## src/mml_song_parser_macros.svh

```systemverilog
//------------------------------------------------------------------------------
// mml_song_parser_macros.svh
// Assertion macros used by the song parser's job queue.
//------------------------------------------------------------------------------
`ifndef MML_SONG_PARSER_MACROS_SVH
`define MML_SONG_PARSER_MACROS_SVH

// Same-cycle implication, quiet during reset.
`define MSP_ASSERT_NOW(label, ante, cons) \
    label: assert property (@(posedge clk) disable iff (!rst_n) (ante) |-> (cons)) \
        else $error("msp assertion failed");

// Next-cycle implication, quiet during reset.
`define MSP_ASSERT_NEXT(label, ante, cons) \
    label: assert property (@(posedge clk) disable iff (!rst_n) (ante) |=> (cons)) \
        else $error("msp assertion failed");

`endif

```

## src/msp_pkg.sv

```systemverilog
//------------------------------------------------------------------------------
// msp_pkg
// Types, constants and tables of the song parser.
//------------------------------------------------------------------------------
package msp_pkg;

    localparam int LEN_W   = 16;
    localparam int TEMPO_W = 9;
    localparam int VOL_W   = 7;
    localparam int IDX_W   = 7;
    localparam int FREQ_W  = 13;
    localparam int DUR_W   = 14;
    localparam int DUTY_W  = 10;
    localparam int CNT_OUT_W = 7;
    localparam int PROD_W  = TEMPO_W + LEN_W;
    localparam int DVD_W   = 18;

    localparam logic [DVD_W-1:0] DUR_DIVIDEND = 18'd240000;
    localparam logic [15:0] TEMPO_MIN = 16'd30;
    localparam logic [15:0] TEMPO_MAX = 16'd400;
    localparam logic [15:0] VOL_MAX   = 16'd100;
    localparam logic [DUR_W-1:0] DUR_FLOOR = 14'd15;
    localparam logic [12:0] DUTY_RECIP = 13'd5243;

    localparam logic [2:0] LETTER_REST = 3'd7;
    localparam logic [1:0] ACC_NONE  = 2'd0;
    localparam logic [1:0] ACC_SHARP = 2'd1;
    localparam logic [1:0] ACC_FLAT  = 2'd2;

    typedef struct packed {
        logic                 note_valid;
        logic                 last;
        logic                 empty;
        logic                 rest;
        logic                 dotted;
        logic [IDX_W-1:0]     idx;
        logic [VOL_W-1:0]     vol;
        logic [TEMPO_W-1:0]   tempo;
        logic [LEN_W-1:0]     len;
        logic [CNT_OUT_W-1:0] count;
    } job_t;

    function automatic logic [3:0] semitone(input logic [2:0] letter);
        logic [3:0] s;
        case (letter)
            3'd0:    s = 4'd0;
            3'd1:    s = 4'd2;
            3'd2:    s = 4'd4;
            3'd3:    s = 4'd5;
            3'd4:    s = 4'd7;
            3'd5:    s = 4'd9;
            3'd6:    s = 4'd11;
            default: s = 4'd0;
        endcase
        return s;
    endfunction

    function automatic logic [FREQ_W-1:0] freq_lookup(input logic [IDX_W-1:0] idx);
        logic [FREQ_W-1:0] f;
        case (idx)
            7'd0: f = 13'd16;    7'd1: f = 13'd17;    7'd2: f = 13'd18;    7'd3: f = 13'd19;
            7'd4: f = 13'd21;    7'd5: f = 13'd22;    7'd6: f = 13'd23;    7'd7: f = 13'd24;
            7'd8: f = 13'd26;    7'd9: f = 13'd28;    7'd10: f = 13'd29;   7'd11: f = 13'd31;
            7'd12: f = 13'd33;   7'd13: f = 13'd35;   7'd14: f = 13'd37;   7'd15: f = 13'd39;
            7'd16: f = 13'd41;   7'd17: f = 13'd44;   7'd18: f = 13'd46;   7'd19: f = 13'd49;
            7'd20: f = 13'd52;   7'd21: f = 13'd55;   7'd22: f = 13'd58;   7'd23: f = 13'd62;
            7'd24: f = 13'd65;   7'd25: f = 13'd69;   7'd26: f = 13'd73;   7'd27: f = 13'd78;
            7'd28: f = 13'd82;   7'd29: f = 13'd87;   7'd30: f = 13'd92;   7'd31: f = 13'd98;
            7'd32: f = 13'd104;  7'd33: f = 13'd110;  7'd34: f = 13'd117;  7'd35: f = 13'd123;
            7'd36: f = 13'd131;  7'd37: f = 13'd139;  7'd38: f = 13'd147;  7'd39: f = 13'd156;
            7'd40: f = 13'd165;  7'd41: f = 13'd175;  7'd42: f = 13'd185;  7'd43: f = 13'd196;
            7'd44: f = 13'd208;  7'd45: f = 13'd220;  7'd46: f = 13'd233;  7'd47: f = 13'd247;
            7'd48: f = 13'd262;  7'd49: f = 13'd277;  7'd50: f = 13'd294;  7'd51: f = 13'd311;
            7'd52: f = 13'd330;  7'd53: f = 13'd349;  7'd54: f = 13'd370;  7'd55: f = 13'd392;
            7'd56: f = 13'd415;  7'd57: f = 13'd440;  7'd58: f = 13'd466;  7'd59: f = 13'd494;
            7'd60: f = 13'd523;  7'd61: f = 13'd554;  7'd62: f = 13'd587;  7'd63: f = 13'd622;
            7'd64: f = 13'd659;  7'd65: f = 13'd698;  7'd66: f = 13'd740;  7'd67: f = 13'd784;
            7'd68: f = 13'd831;  7'd69: f = 13'd880;  7'd70: f = 13'd932;  7'd71: f = 13'd988;
            7'd72: f = 13'd1047; 7'd73: f = 13'd1109; 7'd74: f = 13'd1175; 7'd75: f = 13'd1245;
            7'd76: f = 13'd1319; 7'd77: f = 13'd1397; 7'd78: f = 13'd1480; 7'd79: f = 13'd1568;
            7'd80: f = 13'd1661; 7'd81: f = 13'd1760; 7'd82: f = 13'd1865; 7'd83: f = 13'd1976;
            7'd84: f = 13'd2093; 7'd85: f = 13'd2217; 7'd86: f = 13'd2349; 7'd87: f = 13'd2489;
            7'd88: f = 13'd2637; 7'd89: f = 13'd2794; 7'd90: f = 13'd2960; 7'd91: f = 13'd3136;
            7'd92: f = 13'd3322; 7'd93: f = 13'd3520; 7'd94: f = 13'd3729; 7'd95: f = 13'd3951;
            7'd96: f = 13'd4186; 7'd97: f = 13'd4435; 7'd98: f = 13'd4699; 7'd99: f = 13'd4978;
            7'd100: f = 13'd5274; 7'd101: f = 13'd5588; 7'd102: f = 13'd5920;
            7'd103: f = 13'd6272; 7'd104: f = 13'd6645; 7'd105: f = 13'd7040;
            7'd106: f = 13'd7459; 7'd107: f = 13'd7902;
            default: f = 13'd0;
        endcase
        return f;
    endfunction

endpackage

```

## src/mml_song_parser.sv

```systemverilog
//------------------------------------------------------------------------------
// mml_song_parser
// Music macro language song parser: characters in, notes out.
//------------------------------------------------------------------------------
//  channel   | handshake            | payload
//  ----------+----------------------+-------------------------------------------
//  input     | in_valid / in_ready  | ch, end_of_song
//  output    | out_valid / out_ready| freq_hz, note_ms, duty, note_valid,
//            |                      | last, note_count, song_empty
//
//  The parser takes one character beat per cycle while the two-entry job
//  queue has room. Each note, or end result with a note, goes through the
//  note engine in turn: load, multiply, 18 restoring-divide steps for the
//  duration, scale and the output register; an end beat without a note
//  goes from load to the output register. The divider sets the note rate.
//  Reset clears all settings and control state at once; there is no
//  clearing pass. A stalled output holds the engine, the queue fills, and
//  in_ready drops until a slot frees.
//------------------------------------------------------------------------------
module mml_song_parser #(
    parameter int NOTE_CAP = 96
) (
    input  logic                          clk,
    input  logic                          rst_n,
    input  logic                          in_valid,
    output logic                          in_ready,
    input  logic [7:0]                    ch,
    input  logic                          end_of_song,
    output logic                          out_valid,
    input  logic                          out_ready,
    output logic [msp_pkg::FREQ_W-1:0]    freq_hz,
    output logic [msp_pkg::DUR_W-1:0]     note_ms,
    output logic [msp_pkg::DUTY_W-1:0]    duty,
    output logic                          note_valid,
    output logic                          last,
    output logic [msp_pkg::CNT_OUT_W-1:0] note_count,
    output logic                          song_empty
);
    import msp_pkg::*;

    logic accept;
    logic push;
    logic pop;
    logic q_full;
    logic q_empty;
    job_t push_data;
    job_t head;

    // Take a beat whenever the queue can absorb the job it may produce.
    assign in_ready = !q_full;
    assign accept   = in_valid && in_ready;

    msp_front #(
        .NOTE_CAP (NOTE_CAP)
    ) u_front (
        .clk         (clk),
        .rst_n       (rst_n),
        .accept      (accept),
        .ch          (ch),
        .end_of_song (end_of_song),
        .push        (push),
        .push_data   (push_data)
    );

    msp_queue u_queue (
        .clk       (clk),
        .rst_n     (rst_n),
        .push      (push),
        .push_data (push_data),
        .pop       (pop),
        .head      (head),
        .full      (q_full),
        .empty     (q_empty)
    );

    msp_back u_back (
        .clk         (clk),
        .rst_n       (rst_n),
        .head        (head),
        .empty       (q_empty),
        .pop         (pop),
        .out_valid   (out_valid),
        .out_ready   (out_ready),
        .freq_hz     (freq_hz),
        .note_ms     (note_ms),
        .duty        (duty),
        .note_valid  (note_valid),
        .last        (last),
        .note_count  (note_count),
        .song_empty  (song_empty)
    );

endmodule

```

## src/msp_queue.sv

```systemverilog
//------------------------------------------------------------------------------
// msp_queue
// Two-entry job queue between the character parser and the note engine.
//------------------------------------------------------------------------------
`include "mml_song_parser_macros.svh"

module msp_queue (
    input  logic          clk,
    input  logic          rst_n,
    input  logic          push,
    input  msp_pkg::job_t push_data,
    input  logic          pop,
    output msp_pkg::job_t head,
    output logic          full,
    output logic          empty
);
    import msp_pkg::*;

    localparam int DEPTH = 2;
    localparam int PTR_W = 1;
    localparam int CNT_W = 2;

    job_t             mem [DEPTH];
    logic [PTR_W-1:0] wr_ptr_reg;
    logic [PTR_W-1:0] rd_ptr_reg;
    logic [CNT_W-1:0] cnt_reg;

    assign full  = (cnt_reg == CNT_W'(DEPTH));
    assign empty = (cnt_reg == '0);
    assign head  = mem[rd_ptr_reg];

    always_ff @(posedge clk)
    begin
        if (push)
        begin
            mem[wr_ptr_reg] <= push_data;
        end
    end

    always_ff @(posedge clk or negedge rst_n)
    begin
        if (!rst_n)
        begin
            wr_ptr_reg <= '0;
            rd_ptr_reg <= '0;
            cnt_reg    <= '0;
        end
        else
        begin
            if (push)
            begin
                wr_ptr_reg <= wr_ptr_reg + 1'b1;
            end
            if (pop)
            begin
                rd_ptr_reg <= rd_ptr_reg + 1'b1;
            end
            if (push && !pop)
            begin
                cnt_reg <= cnt_reg + 1'b1;
            end
            else if (pop && !push)
            begin
                cnt_reg <= cnt_reg - 1'b1;
            end
        end
    end

    `MSP_ASSERT_NOW(a_no_overflow, push, !full)
    `MSP_ASSERT_NOW(a_no_underflow, pop, !empty)
    `MSP_ASSERT_NEXT(a_count_holds, !push && !pop, $stable(cnt_reg))

endmodule

```

## src/msp_front.sv

```systemverilog
//------------------------------------------------------------------------------
// msp_front
// Character parser: tracks song settings and queues one job per note, up to
// NOTE_CAP, with the song's end marked on the last note's job or on its own job.
module msp_front #(
    parameter int NOTE_CAP = 96
) (
    input  logic          clk,
    input  logic          rst_n,
    input  logic          accept,
    input  logic [7:0]    ch,
    input  logic          end_of_song,
    output logic          push,
    output msp_pkg::job_t push_data
);
    import msp_pkg::*;

    localparam int CNT_W = $clog2(NOTE_CAP + 1);

    localparam logic [7:0] CH_LO_A = 8'h61;
    localparam logic [7:0] CH_LO_Z = 8'h7A;
    localparam logic [7:0] CH_0    = 8'h30;
    localparam logic [7:0] CH_9    = 8'h39;
    localparam logic [7:0] CH_A    = 8'h41;
    localparam logic [7:0] CH_C    = 8'h43;
    localparam logic [7:0] CH_G    = 8'h47;
    localparam logic [7:0] CH_R    = 8'h52;
    localparam logic [7:0] CH_T    = 8'h54;
    localparam logic [7:0] CH_O    = 8'h4F;
    localparam logic [7:0] CH_L    = 8'h4C;
    localparam logic [7:0] CH_V    = 8'h56;
    localparam logic [7:0] CH_GT   = 8'h3E;
    localparam logic [7:0] CH_LT   = 8'h3C;
    localparam logic [7:0] CH_HASH = 8'h23;
    localparam logic [7:0] CH_PLUS = 8'h2B;
    localparam logic [7:0] CH_DASH = 8'h2D;
    localparam logic [7:0] CH_DOT  = 8'h2E;

    localparam logic [1:0] CMD_T = 2'd0;
    localparam logic [1:0] CMD_O = 2'd1;
    localparam logic [1:0] CMD_L = 2'd2;
    localparam logic [1:0] CMD_V = 2'd3;

    localparam logic [3:0] OCT_RESET = 4'd5;
    localparam logic [3:0] OCT_MAX   = 4'd8;

    typedef enum logic [1:0] {
        PH_IDLE,
        PH_CMD,
        PH_LETTER,
        PH_LENGTH
    } phase_t;

    phase_t           phase_reg, phase_next;
    logic [1:0]       cmd_reg, cmd_next;
    logic [15:0]      accum_reg, accum_next;
    logic             seen_reg, seen_next;
    logic [15:0]      tempo_reg, tempo_next;
    logic [3:0]       oct_reg, oct_next;
    logic [15:0]      deflen_reg, deflen_next;
    logic [15:0]      vol_reg, vol_next;
    logic [2:0]       letter_reg, letter_next;
    logic [1:0]       acc_reg, acc_next;
    logic             dotted_reg, dotted_next;
    logic [CNT_W-1:0] count_reg, count_next;

    logic [7:0]          c_up;
    logic                is_digit;
    logic [3:0]          dval;
    logic [19:0]         acc_ten;
    logic [15:0]         accum_dig;
    logic [15:0]         len_sel;
    logic [TEMPO_W-1:0]  tempo_c;
    logic [VOL_W-1:0]    vol_c;
    logic [7:0]          midi;
    logic [7:0]          midi_c;
    logic                cap_ok;
    logic [CNT_W-1:0]    count_inc;
    logic [CNT_W+6:0]    count_ext;
    logic [CNT_W+6:0]    count_inc_ext;
    logic                do_start;
    logic                do_finish;
    logic                finish_dot;
    job_t                note_job;

    // Digit accumulation with saturation.
    always_comb
    begin
        c_up     = ((ch >= CH_LO_A) && (ch <= CH_LO_Z)) ? (ch - 8'd32) : ch;
        is_digit = (c_up >= CH_0) && (c_up <= CH_9);
        dval     = 4'(c_up - CH_0);
        acc_ten  = {1'b0, accum_reg, 3'b000} + {3'b000, accum_reg, 1'b0} + 20'(dval);
        accum_dig = (acc_ten > 20'd65535) ? 16'hFFFF : acc_ten[15:0];
    end

    // Note job built from the current settings.
    always_comb
    begin
        len_sel = (seen_reg && (accum_reg != '0)) ? accum_reg : deflen_reg;
        if (len_sel == '0)
        begin
            len_sel = 16'd1;
        end
        if (tempo_reg < TEMPO_MIN)
        begin
            tempo_c = TEMPO_W'(TEMPO_MIN);
        end
        else if (tempo_reg > TEMPO_MAX)
        begin
            tempo_c = TEMPO_W'(TEMPO_MAX);
        end
        else
        begin
            tempo_c = tempo_reg[TEMPO_W-1:0];
        end
        vol_c = (vol_reg > VOL_MAX) ? VOL_W'(VOL_MAX) : vol_reg[VOL_W-1:0];
        midi  = {1'b0, oct_reg, 3'b000} + {2'b00, oct_reg, 2'b00} + 8'd12
                + {4'd0, semitone(letter_reg)};
        if (acc_reg == ACC_SHARP)
        begin
            midi = midi + 8'd1;
        end
        else if (acc_reg == ACC_FLAT)
        begin
            midi = midi - 8'd1;
        end
        midi_c = (midi < 8'd12) ? 8'd12 : ((midi > 8'd119) ? 8'd119 : midi);
        cap_ok = (32'(count_reg) < NOTE_CAP);
        count_inc     = count_reg + 1'b1;
        count_ext     = {7'd0, count_reg};
        count_inc_ext = {7'd0, count_inc};

        note_job.note_valid = 1'b1;
        note_job.last       = 1'b0;
        note_job.empty      = 1'b0;
        note_job.rest       = (letter_reg == LETTER_REST);
        note_job.dotted     = dotted_reg;
        note_job.idx        = IDX_W'(midi_c - 8'd12);
        note_job.vol        = vol_c;
        note_job.tempo      = tempo_c;
        note_job.len        = len_sel;
        note_job.count      = count_inc_ext[CNT_OUT_W-1:0];
    end

    // Parser next-state.
    always_comb
    begin
        phase_next  = phase_reg;
        cmd_next    = cmd_reg;
        accum_next  = accum_reg;
        seen_next   = seen_reg;
        tempo_next  = tempo_reg;
        oct_next    = oct_reg;
        deflen_next = deflen_reg;
        vol_next    = vol_reg;
        letter_next = letter_reg;
        acc_next    = acc_reg;
        dotted_next = dotted_reg;
        count_next  = count_reg;
        push        = 1'b0;
        push_data   = note_job;
        do_start    = 1'b0;
        do_finish   = 1'b0;
        finish_dot  = 1'b0;

        if (accept && end_of_song)
        begin
            push = 1'b1;
            if (((phase_reg == PH_LETTER) || (phase_reg == PH_LENGTH)) && cap_ok)
            begin
                push_data.last = 1'b1;
            end
            else
            begin
                push_data            = '0;
                push_data.last       = 1'b1;
                push_data.count      = count_ext[CNT_OUT_W-1:0];
                push_data.empty      = (count_reg == '0);
            end
            phase_next  = PH_IDLE;
            cmd_next    = CMD_T;
            accum_next  = '0;
            seen_next   = 1'b0;
            tempo_next  = 16'd120;
            oct_next    = OCT_RESET;
            deflen_next = 16'd4;
            vol_next    = 16'd70;
            letter_next = '0;
            acc_next    = ACC_NONE;
            dotted_next = 1'b0;
            count_next  = '0;
        end
        else if (accept)
        begin
            unique case (phase_reg)
                PH_CMD:
                begin
                    if (is_digit)
                    begin
                        accum_next = accum_dig;
                        seen_next  = 1'b1;
                    end
                    else
                    begin
                        if (seen_reg)
                        begin
                            unique case (cmd_reg)
                                CMD_T: tempo_next = accum_reg;
                                CMD_O: oct_next = (accum_reg > 16'd8) ? OCT_MAX
                                                                       : accum_reg[3:0];
                                CMD_L: deflen_next = accum_reg;
                                CMD_V: vol_next = accum_reg;
                                default: tempo_next = accum_reg;
                            endcase
                        end
                        do_start = 1'b1;
                    end
                end
                PH_LETTER, PH_LENGTH:
                begin
                    if ((phase_reg == PH_LETTER) && ((c_up == CH_HASH) || (c_up == CH_PLUS)))
                    begin
                        acc_next   = ACC_SHARP;
                        phase_next = PH_LENGTH;
                    end
                    else if ((phase_reg == PH_LETTER) && (c_up == CH_DASH))
                    begin
                        acc_next   = ACC_FLAT;
                        phase_next = PH_LENGTH;
                    end
                    else if (is_digit)
                    begin
                        accum_next = accum_dig;
                        seen_next  = 1'b1;
                        phase_next = PH_LENGTH;
                    end
                    else if (c_up == CH_DOT)
                    begin
                        do_finish  = 1'b1;
                        finish_dot = 1'b1;
                    end
                    else
                    begin
                        do_finish = 1'b1;
                        do_start  = 1'b1;
                    end
                end
                default:
                begin
                    do_start = 1'b1;
                end
            endcase

            if (do_finish)
            begin
                phase_next  = PH_IDLE;
                dotted_next = 1'b0;
                if (cap_ok)
                begin
                    push             = 1'b1;
                    push_data.dotted = dotted_reg || finish_dot;
                    count_next       = count_inc;
                end
            end

            // Start a new token; the octave steps act on any value just set.
            if (do_start)
            begin
                phase_next = PH_IDLE;
                accum_next = '0;
                seen_next  = 1'b0;
                if ((c_up == CH_T) || (c_up == CH_O) || (c_up == CH_L) || (c_up == CH_V))
                begin
                    cmd_next   = (c_up == CH_T) ? CMD_T : (c_up == CH_O) ? CMD_O :
                                 (c_up == CH_L) ? CMD_L : CMD_V;
                    phase_next = PH_CMD;
                end
                else if (c_up == CH_GT)
                begin
                    if (oct_next < OCT_MAX)
                    begin
                        oct_next = oct_next + 4'd1;
                    end
                end
                else if (c_up == CH_LT)
                begin
                    if (oct_next != 4'd0)
                    begin
                        oct_next = oct_next - 4'd1;
                    end
                end
                else if ((c_up >= CH_A) && (c_up <= CH_G))
                begin
                    // A and B sit above C..G in the scale order.
                    letter_next = (c_up < CH_C) ? 3'(c_up - CH_A + 8'd5)
                                                : 3'(c_up - CH_C);
                    acc_next    = ACC_NONE;
                    dotted_next = 1'b0;
                    phase_next  = PH_LETTER;
                end
                else if (c_up == CH_R)
                begin
                    letter_next = LETTER_REST;
                    acc_next    = ACC_NONE;
                    dotted_next = 1'b0;
                    phase_next  = PH_LENGTH;
                end
            end
        end
    end

    always_ff @(posedge clk or negedge rst_n)
    begin
        if (!rst_n)
        begin
            phase_reg  <= PH_IDLE;
            cmd_reg    <= CMD_T;
            accum_reg  <= '0;
            seen_reg   <= 1'b0;
            tempo_reg  <= 16'd120;
            oct_reg    <= OCT_RESET;
            deflen_reg <= 16'd4;
            vol_reg    <= 16'd70;
            letter_reg <= '0;
            acc_reg    <= ACC_NONE;
            dotted_reg <= 1'b0;
            count_reg  <= '0;
        end
        else
        begin
            phase_reg  <= phase_next;
            cmd_reg    <= cmd_next;
            accum_reg  <= accum_next;
            seen_reg   <= seen_next;
            tempo_reg  <= tempo_next;
            oct_reg    <= oct_next;
            deflen_reg <= deflen_next;
            vol_reg    <= vol_next;
            letter_reg <= letter_next;
            acc_reg    <= acc_next;
            dotted_reg <= dotted_next;
            count_reg  <= count_next;
        end
    end

endmodule

```

## src/msp_back.sv

```systemverilog
//------------------------------------------------------------------------------
// msp_back
// Note engine: table lookup, duty scaling, iterative duration divide and
// the output register.
//------------------------------------------------------------------------------
module msp_back (
    input  logic                          clk,
    input  logic                          rst_n,
    input  msp_pkg::job_t                 head,
    input  logic                          empty,
    output logic                          pop,
    output logic                          out_valid,
    input  logic                          out_ready,
    output logic [msp_pkg::FREQ_W-1:0]    freq_hz,
    output logic [msp_pkg::DUR_W-1:0]     note_ms,
    output logic [msp_pkg::DUTY_W-1:0]    duty,
    output logic                          note_valid,
    output logic                          last,
    output logic [msp_pkg::CNT_OUT_W-1:0] note_count,
    output logic                          song_empty
);
    import msp_pkg::*;

    localparam int STEP_W = $clog2(DVD_W);

    typedef enum logic [2:0] {
        B_IDLE,
        B_MUL,
        B_DIV,
        B_FIN,
        B_OUT
    } bstate_t;

    bstate_t           state_reg;
    job_t              job_reg;
    logic [PROD_W-1:0] prod_reg;
    logic [PROD_W:0]   rem_reg;
    logic [DVD_W-1:0]  dvd_reg;
    logic [DVD_W-1:0]  quo_reg;
    logic [STEP_W-1:0] step_reg;
    logic [FREQ_W-1:0] freq_reg;
    logic [DUTY_W-1:0] duty_reg;
    logic [DUR_W-1:0]  dur_reg;

    logic [16:0]       duty_x;
    logic [29:0]       duty_p;
    logic [PROD_W:0]   rem_sh;
    logic [DUR_W-1:0]  d_base;
    logic [DUR_W-1:0]  d_dot;
    logic              load_out;

    always_comb
    begin
        duty_x = {job_reg.vol, 10'd0} - {10'd0, job_reg.vol};
        duty_p = 30'(duty_x) * 30'(DUTY_RECIP);
        rem_sh = {rem_reg[PROD_W-1:0], dvd_reg[DVD_W-1]};
        d_base = quo_reg[DUR_W-1:0];
        d_dot  = job_reg.dotted ? (d_base + (d_base >> 1)) : d_base;
        if (d_dot < DUR_FLOOR)
        begin
            d_dot = DUR_FLOOR;
        end
    end

    assign pop      = (state_reg == B_IDLE) && !empty;
    // Load the output register once the previous beat has left it.
    assign load_out = (state_reg == B_OUT) && (!out_valid || out_ready);

    always_ff @(posedge clk or negedge rst_n)
    begin
        if (!rst_n)
        begin
            state_reg   <= B_IDLE;
            out_valid   <= 1'b0;
            job_reg     <= '0;
            prod_reg    <= '0;
            rem_reg     <= '0;
            dvd_reg     <= '0;
            quo_reg     <= '0;
            step_reg    <= '0;
            freq_reg    <= '0;
            duty_reg    <= '0;
            dur_reg     <= '0;
            freq_hz     <= '0;
            note_ms     <= '0;
            duty        <= '0;
            note_valid  <= 1'b0;
            last        <= 1'b0;
            note_count  <= '0;
            song_empty  <= 1'b0;
        end
        else
        begin
            if (load_out)
            begin
                out_valid <= 1'b1;
            end
            else if (out_ready)
            begin
                out_valid <= 1'b0;
            end
            unique case (state_reg)
                B_IDLE:
                begin
                    if (!empty)
                    begin
                        job_reg  <= head;
                        freq_reg <= '0;
                        duty_reg <= '0;
                        dur_reg  <= '0;
                        state_reg <= head.note_valid ? B_MUL : B_OUT;
                    end
                end
                B_MUL:
                begin
                    prod_reg <= PROD_W'(job_reg.tempo) * PROD_W'(job_reg.len);
                    if (!job_reg.rest)
                    begin
                        freq_reg <= freq_lookup(job_reg.idx);
                        duty_reg <= duty_p[28:19];
                    end
                    rem_reg   <= '0;
                    dvd_reg   <= DUR_DIVIDEND;
                    quo_reg   <= '0;
                    step_reg  <= '0;
                    state_reg <= B_DIV;
                end
                B_DIV:
                begin
                    // One restoring-divide bit per cycle.
                    if (rem_sh >= {1'b0, prod_reg})
                    begin
                        rem_reg <= rem_sh - {1'b0, prod_reg};
                        quo_reg <= {quo_reg[DVD_W-2:0], 1'b1};
                    end
                    else
                    begin
                        rem_reg <= rem_sh;
                        quo_reg <= {quo_reg[DVD_W-2:0], 1'b0};
                    end
                    dvd_reg  <= {dvd_reg[DVD_W-2:0], 1'b0};
                    step_reg <= step_reg + 1'b1;
                    if (step_reg == STEP_W'(DVD_W - 1))
                    begin
                        state_reg <= B_FIN;
                    end
                end
                B_FIN:
                begin
                    dur_reg   <= d_dot;
                    state_reg <= B_OUT;
                end
                B_OUT:
                begin
                    if (load_out)
                    begin
                        freq_hz     <= freq_reg;
                        note_ms     <= dur_reg;
                        duty        <= duty_reg;
                        note_valid  <= job_reg.note_valid;
                        last        <= job_reg.last;
                        note_count  <= job_reg.count;
                        song_empty  <= job_reg.empty;
                        state_reg   <= B_IDLE;
                    end
                end
                default:
                begin
                    state_reg <= B_IDLE;
                end
            endcase
        end
    end

endmodule
```

## config.mk

```make
export PLATFORM = sky130hd
export DESIGN_NAME = mml_song_parser
export DESIGN_NICKNAME = d
export VERILOG_FILES = /design/src/msp_pkg.sv /design/src/mml_song_parser.sv /design/src/msp_queue.sv /design/src/msp_front.sv /design/src/msp_back.sv
export VERILOG_INCLUDE_DIRS = /design/src /design/src/src
export SDC_FILE = /design/constraint.sdc
export NUM_CORES = 1
export LEC_CHECK = 0
export ABC_AREA = 1
export BUFFER_PORTS_ARGS = -buffer_cell sky130_fd_sc_hd__clkbuf_2
export CORE_ASPECT_RATIO = 1.25
export CORE_MARGIN = 2
export CORE_UTILIZATION = 38
export CTS_CLUSTER_SIZE = 30
export DETAILED_ROUTE_END_ITERATION = 10
export PLACE_DENSITY = 0.55
export SYNTH_ARGS = -nofsm -noshare
export SYNTH_HDL_FRONTEND = slang
export SYNTH_SLANG_ARGS = --single-unit
```

## constraint.sdc

```tcl
create_clock -name clk -period 7.1 [get_ports clk]
set_clock_uncertainty 0.1 [all_clocks]
set_input_delay 0.355 -clock clk [delete_from_list [all_inputs] [get_ports clk]]
set_output_delay 0.355 -clock clk [all_outputs]
set_load 0.005 [all_outputs]
```

# Word-level counts from Yosys, hierarchy flattened
# Memory sizes are Yosys's and may differ from the RTL's.
# Index checks and enable logic that the tools add are counted.
[word_totals]
elab_cells = 367
mem_count = 2
ramBits = 102
ff_bits = 316
output_inout_bits = 49
rom_bits = 1664
in_bits = 13
[op_classes]
n_mux = 171
eq_ne = 42
n_addsub = 24
reduce_logical = 65
multipliers = 2
bitwise = 1
order_cmp = 18
[mem_list]
columns = ["memory", "words", "word_bits", "read_ports", "rd_clocked_by_memory_dff", "write_ports", "line_no", "rtl"]
rows = [
  ["(name not given)", 128, 13, 1, 0, 0, "msp_pkg.sv:60", "case (idx)"],
  ["u_queue.mem", 2, 51, 1, 0, 1, "msp_queue.sv:23", "job_t mem [DEPTH];"],
]
[op_table]
columns = ["operator", "n"]
rows = [
  ["$mux W16", 27],
  ["$mux W2", 32],
  ["$mux W4", 16],
  ["$pmux W14 S2", 2],
  ["$pmux W25 S2", 1],
  ["$mux W1", 49],
  ["$mux W49", 1],
  ["$mux W7", 7],
  ["$eq A8 B6 Y1 const B", 6],
  ["$mux W46", 1],
  ["$mux W14", 3],
  ["$eq A8 B7 Y1 const B", 5],
  ["$mux W3", 13],
  ["$pmux W18 S2", 1],
  ["$pmux W16 S2", 1],
  ["$reduce_bool A2 Y1", 15],
  ["$mul A17 B13 Y29 const B", 1],
  ["$ge A26 B25 Y1", 1],
  ["$mux W13", 2],
  ["$pmux W13 S2", 1],
  ["$mul A9 B16 Y25", 1],
  ["$mux W25", 1],
  ["$sub A25 B25 Y25", 1],
  ["$mux W8", 3],
  ["70 further kinds", 132],
]

# Depth between registers and ports, before layout
# Gate-level depths: netlist (run 1).
[depth]
depth_word = 20
ltp_mapped = 36
mapped_depth_nobuf = 35

# By module
# A second synthesis (run 1) with hierarchy kept.
[hier_totals]
hier_cells = 3975
area_unflattened_um2 = 32312.2
[modules_own_cells]
columns = ["module", "area_each_um2", "cells_each", "instances", "seq_area_each_um2"]
rows = [
  ["msp_back", 21378.0, 2839, 1, 5480.3],
  ["msp_front", 6781.5, 949, 1, 2164.6],
  ["msp_queue", 4139.0, 184, 1, 3163.0],
  ["mml_song_parser", 13.8, 3, 1, 0.0],
]

# Worst setup path after synthesis (run 1)
# OpenSTA, ideal clock, no wires.
[synth_timing]
kind = "register to register"
start = "reg u_back.job_reg[32] (netlist bit)"
end = "reg u_back.duty_reg[9]"
path_buffers = 1
path_slack_ns = 1.189
stages_incl_launch_ff = 30
period_less_slack_ns = 5.911
setup_time_ns = 0.130
arrival_time_ns = 5.681
t_required_ns = 6.870
path_cell_list = "dfrtp_1 clkbuf_1 inv_1 ha_1 inv_1 nor2_1 inv_1 nand2_1 nand2_1 inv_1 nor2_1 fa_1 ha_1 fa_1 fa_1 fa_1 ha_1 nand2_1 inv_1 nand3_1 nor3_1 nand4_1 nand3_1 nand3_1 nand2_1 nand4_1 nand3_1 a21oi_1 o21ai_0 o21ai_0"
[synth_via]
elab_chain_cells = 4
[synth_rtl]
columns = ["item", "line_no", "rtl"]
rows = [
  ["start, declared", "msp_back.sv:35", "job_t job_reg;"],
  ["start signal, assigned", "msp_back.sv:75", "job_reg <= '0;"],
  ["start signal, assigned", "msp_back.sv:107", "job_reg <= head;"],
  ["$sub A17 B7 Y17", "msp_back.sv:54", "duty_x = {job_reg.vol, 10'd0} - {10'd0, job_reg.vol};"],
  ["$mul A17 B13 Y29", "msp_back.sv:55", "duty_p = 30'(duty_x) * 30'(DUTY_RECIP);"],
  ["$mux W10", "msp_back.sv:117", "if (!job_reg.rest)"],
  ["$pmux W10 S2", "msp_back.sv:102", "unique case (state_reg)"],
  ["end signal, assigned", "msp_back.sv:120", "duty_reg <= duty_p[28:19];"],
  ["end, declared", "msp_back.sv:42", "logic [DUTY_W-1:0] duty_reg;"],
]
# Every way passes these cells. The select of a mux whose other input is x is not followed.
# A chain may end at the register's enable or synchronous reset.

# Final worst setup path (run 1)
# Ends and elaborated chain as after synthesis.

==> run_results.csv, run 1 <==
group,metric,value,unit
job,maxCapViolations,0,
hold_path,hold_class,"primary input to flip-flop",
worst_setup_path,worst_ep_arrival_time,6.79,ns
route,vias,23819,
die,ioPinCount,62,
cells_and_area,n_antenna_cell,0,
global_routing,grt_max_degree,174,
clocking,cts_buffers,47,
worst_setup_path,r2r_slack,0.65,ns
timing,fmax,0.155,GHz
yosys,synth_area_per_cell,8.34,µm²
yosys,synthArstFlopShare,75.2,%
global_routing,grt.overflow.total,0,
route,wl_per_cell,16.1,µm
die,initial_core_util,38.5,%
worst_setup_path,cp-end-kind,"flip-flop",
yosys,synthesis.yosys.warnings,0,
timing,fin_setup_tns,0,ns
timing,period_needed,6.45,ns
clocking,clock_latency,0.61,ns
placement,dp_hpwl,59100,µm
placement,gp_congestion,0.924,
clocking,cts_tree,"done",
timing,setup_viol,0,
worst_setup_path,crit_required,7.43,ns
yosys,synth_fp_nets,4156,
route,drt_iter0_markers,1238,
worst_setup_path,crit_fanout,9,
yosys,synth_most_common_cell,"nand2_1",
clocking,clockBufferDepth,3,
global_routing,grt_pass1_wl,127000,µm
die,fp.dieArea,0.0835,mm²
clocking,cts_root_buf,"clkbuf_16",
clocking,ctsResizeCount,0,
global_routing,track_usage,18.8,%
yosys,synth_top_flop_cell,"dfrtp_1",
status,status,"completed",
yosys,synthTopCellsByArea,"dfrtp_1 (24%), fa_1 (12%), ha_1 (10%)",
timing,hold_viol,0,
yosys,synth-edff-count,102,
global_routing,grt_pass1_vias,24375,
route,vias_per_cell,4.95,
clocking,cts.sinks,411,
route,dr.pass1.iters,5,
yosys,yosys.area.top_type,"dfrtp_1",
timing,relSlewSlack,23.1,%
global_routing,antenna_found_initial,0,
worst_setup_path,setup.worst_path.class,"flip-flop to flip-flop",
timing,tightest_slew,1.14,ns
cells_and_area,area_growth,9.88,%
worst_setup_path,startpoint_type,"flip-flop",
timing,drv_slew,0,
placement,place_ws,0.587,ns
yosys,ys_seq_area_share,35.0,%
yosys,syn_area,0.0309,mm²
yosys,synth_top_area_share,24.2,%
clocking,path_clk_slew,0.06,ns
placement,portBuffers,61,
die,fp.dieH,323,µm
yosys,netlist_instances,3701,
die,core_area,0.0803,mm²
yosys,ys_types,69,
cells_and_area,nNetsFinal,4164,
route,antenna_left,0,
cells_and_area,largest_reg_flops,102,
cells_and_area,layout-drive-gt1-share,6.91,%
route,post-route-drc-count,0,
yosys,synthTopCellsByCount,"nand2_1 (765), inv_1 (593), nor2_1 (309)",
route,postRouteWirelength,77200,µm
timing,finalCritPeriodShare,90.9,%
cells_and_area,nFillCells,8068,
die,rows,116,
die,die_w,259,µm
yosys,synth_seq_cells,411,
timing,fin_ws,0.646,ns
timing,rsz0062_at_grt,"no",
clocking,htreeDepth,2,
[metrics by stage]
stage	instances	util (%)	hold WS [ns]	cell area, µm²
after global placement	4721	40.2	0.233	32200
after floorplan	3701	-	-0.0406	30900
final	4808	42.3	0.0618	33900
after CTS	4808	42.3	0.0350	33900
after detailed placement	4721	40.2	0.235	32200
after global routing	4808	42.3	0.0752	33900
[cells by family after synthesis]
family / after synthesis / share of synthesized area, %
adder cells (fa/ha/maj): 442 / 22.4
flip-flops: 411 / 35.0
AND/OR/NAND/NOR: 1320 / 17.7
XOR/XNOR: 72 / 2.04
multiplexers: 20 / 0.701
buffers and inverters: 735 / 9.03
AO/OA/AOI/OAI: 701 / 13.1
[cells in the final DEF, fill, tap and decap left out, drive strengths merged, types with 10 or more instances in the layout]
cell    instances
nand2         788
inv           602
nor2          314
o21ai         303
dfrtp         299
ha            258
a21oi         187
fa            184
clkbuf        124
nand3         120
edfxtp        102
o31ai          61
xor2           43
o22ai          38
nor3           34
nand4          32
xnor2          29
buf            27
o211ai         18
clkinv         18
or2            17
a31oi          16
o21bai         14
a22oi          13
mux2           13
dfstp          10
[critical path, stage by stage, from the launching register on]
cell and delay (ns):
dfrtp_1 0.50, nor2_1 0.17, inv_1 0.11, nor2_1 0.13, inv_1 0.08, o21ai_0 0.88
fa_1 0.59, ha_1 0.33, fa_1 0.47, fa_1 0.51, fa_1 0.49, ha_1 0.39
nand2_1 0.14, inv_1 0.08, nand3_1 0.10, nor3_1 0.22, nand4_1 0.12, nand3_1 0.20
nand3_1 0.09, nand2_1 0.14, nand4_1 0.10, nand3_1 0.09, a21oi_1 0.06, o21ai_0 0.10
o21ai_0 0.12
[path summary, 6_finish.rpt]
check,from,end,depth (start not counted)
worst max-delay path,u_back.job_reg[32],u_back.duty_reg[9],24
min in group asynchronous,rst_n,u_front.count_reg[4],2
max in group asynchronous,rst_n,u_front.letter_reg[1],3
worst min register to register,u_back.step_reg[4],u_back.step_reg[4],1
worst min-delay path,out_ready,u_back.state_reg[2],4
worst max register to register,u_back.job_reg[32],u_back.duty_reg[9],24
[per-layer routing]
metal	up-vias	wire, µm	track usage [%]
met5	-	0	0
met4	0	2060	5.52
met3	114	2030	1.97
met2	351	39600	34.6
met1	11299	33600	23.0
li1	12055	-	-
[layout make-up]
cell class / count / area, µm² / share of cell area (%)
well taps: 1062 / 1330 / 3.92
clock inverters: 22 / 338 / 0.996
multi-input cells: 2555 / 17300 / 51.0
repair buffers: 88 / 533 / 1.57
inverters: 606 / 2280 / 6.71
flip-flops and latches: 411 / 10800 / 31.9
clock buffers: 64 / 1320 / 3.89
[repair_timing]
action                     4_1_cts  5_1_grt
buffers inserted                 0        0
hold buffers                     1        0
setup endpoints to repair        0        0
hold endpoints to repair        59        0
Power of run 1 is not shown: default switching activity piles up to over one toggle a cycle in this logic, so the estimate is an artifact.
==> run 2, diff against run 1 <==
- PLACE_DENSITY: 0.55 -> 0.51
==> run_results.csv, run 2 (synthesized netlist as in run 1, its figures left out) <==
group,metric,value,unit
status,status,"completed",
timing,period_needed,6.35,ns
route,post-route-drc-count,0,
cells_and_area,layout-drive-gt1-share,6.68,%
job,maxCapViolations,0,
placement,gp_congestion,0.899,
timing,fmax,0.158,GHz
clocking,htreeDepth,2,
die,fp.dieH,323,µm
timing,setup_viol,0,
global_routing,track_usage,19.9,%
worst_setup_path,setup.worst_path.class,"flip-flop to flip-flop",
timing,relSlewSlack,22.2,%
cells_and_area,n_antenna_cell,0,
route,postRouteWirelength,81100,µm
global_routing,grt_use_met3,2.28,%
timing,fin_setup_tns,0,ns
die,fp.dieArea,0.0835,mm²
clocking,cts_root_buf,"clkbuf_16",
worst_setup_path,cp_common_cell,"inv_1",
route,vias_per_cell,4.95,
timing,hold_viol,0,
route,wl_per_cell,16.9,µm
clocking,path_clk_slew,0.06,ns
worst_setup_path,crit_path_max_incr_delay,0.52,ns
cells_and_area,seqCellArea,0.0108,mm²
route,dr.pass1.iters,5,
clocking,cts_buffers,47,
cells_and_area,nNetsFinal,4163,
timing,tightest_slew,1.17,ns
worst_setup_path,crit_required,7.45,ns
clocking,clockBufferDepth,3,
worst_setup_path,crit_fanout,9,
placement,dp_hpwl,61800,µm
die,rows,116,
clocking,post_cts_buffers,0,
cells_and_area,largest_reg_flops,102,
die,core_area,0.0803,mm²
global_routing,grt_pass1_vias,24296,
route,drt_iter0_markers,1364,
global_routing,grt_busiest_layer,"met2",
die,die_w,259,µm
die,ioPinCount,62,
die,initial_core_util,38.5,%
cells_and_area,multiInputGateArea,0.0173,mm²
global_routing,antenna_found_initial,0,
clocking,cts.sinks,411,
worst_setup_path,worst_ep_arrival_time,6.70,ns
global_routing,use_met1,25.0,%
clocking,cts_tree,"done",
worst_setup_path,ff2ff_path_depth,29,
placement,portBuffers,61,
cells_and_area,area_growth,9.64,%
placement,dp_cells,4719,
cells_and_area,final_common_cell,"nand2_1",
route,vias,23790,
global_routing,groute.layer.met2.usage,35.5,%
hold_path,hold_class,"primary input to flip-flop",
timing,rsz0062_at_grt,"no",
worst_setup_path,cp-end-kind,"flip-flop",
timing,drv_slew,0,
cells_and_area,instances_no_fill,4802,
worst_setup_path,cp_slowest_cell,"fa_1",
cells_and_area,final_cell_mix,"nand2_1 (765), inv_1 (592), nor2_1 (305)",
global_routing,grt_max_degree,126,
hold_path,hold_path_depth,4,
clocking,clock_latency,0.59,ns
timing,whs,0.0798,ns
cells_and_area,nFillCells,8110,
worst_setup_path,startpoint_type,"flip-flop",
route,antenna_left,0,
global_routing,grt_pass1_wl,132000,µm
global_routing,grt.overflow.total,0,
timing,finalCritPeriodShare,89.4,%
==> run 2: worst max-delay path, delay by kind of cell (launching register included) <==
family,cells,cell delay (ns)
buffers and inverters,6,0.60
AND/OR/NAND/NOR,11,1.32
XOR/XNOR,1,0.47
flip-flops,1,0.51
AO/OA/AOI/OAI,4,0.36
adder cells (fa/ha/maj),7,2.84
==> run 2: what timing repair did <==
item	in CTS	in global routing
hold buffers	2	0
hold endpoints to repair	77	0
resized for setup	0	0
==> run 2: path summary, 6_finish.rpt <==
| path | start | endpoint | slack [ns] |
|---|---|---|---|
| min in group asynchronous | rst_n | u_back.note_ms[11] | 0.21 |
| setup reg to reg | u_back.job_reg[32] | u_back.duty_reg[9] | 0.75 |
| hold / removal | end_of_song | u_front.oct_reg[1] | 0.08 |
| hold reg to reg | u_back.step_reg[4] | u_back.step_reg[4] | 0.37 |
| max in group asynchronous | rst_n | u_front.vol_reg[3] | 5.56 |
| setup / recovery | u_back.job_reg[32] | u_back.duty_reg[9] | 0.75 |
==> run 2: layer usage <==
| layer | routed length (µm) | up-vias |
|---|---|---|
| met5 | 0 | - |
| met4 | 2440 | 0 |
| met1 | 35500 | 11247 |
| li1 | - | 12039 |
| met3 | 2560 | 124 |
| met2 | 40500 | 380 |
==> run 2: metrics by stage <==
stage | area [µm²] | util (%) | worst slack (ns)
floorplan | 30900 | - | 1.19
global placement | 32200 | 40.2 | 0.758
detailed placement | 32200 | 40.2 | 0.691
CTS | 33800 | 42.2 | 0.688
global route | 33800 | 42.2 | 0.114
finish | 33800 | 42.2 | 0.753
==> run 2: cell type report <==
cell class,count,share of cell area [%]
Inverter,606,6.73
Multi-Input combinational cell,2555,51.1
Clock buffer,59,3.73
Tap cell,1062,3.93
Sequential cell,411,31.9
Timing Repair Buffer,87,1.60
Clock inverter,22,0.928
Power of run 2 is left out for the same reason.
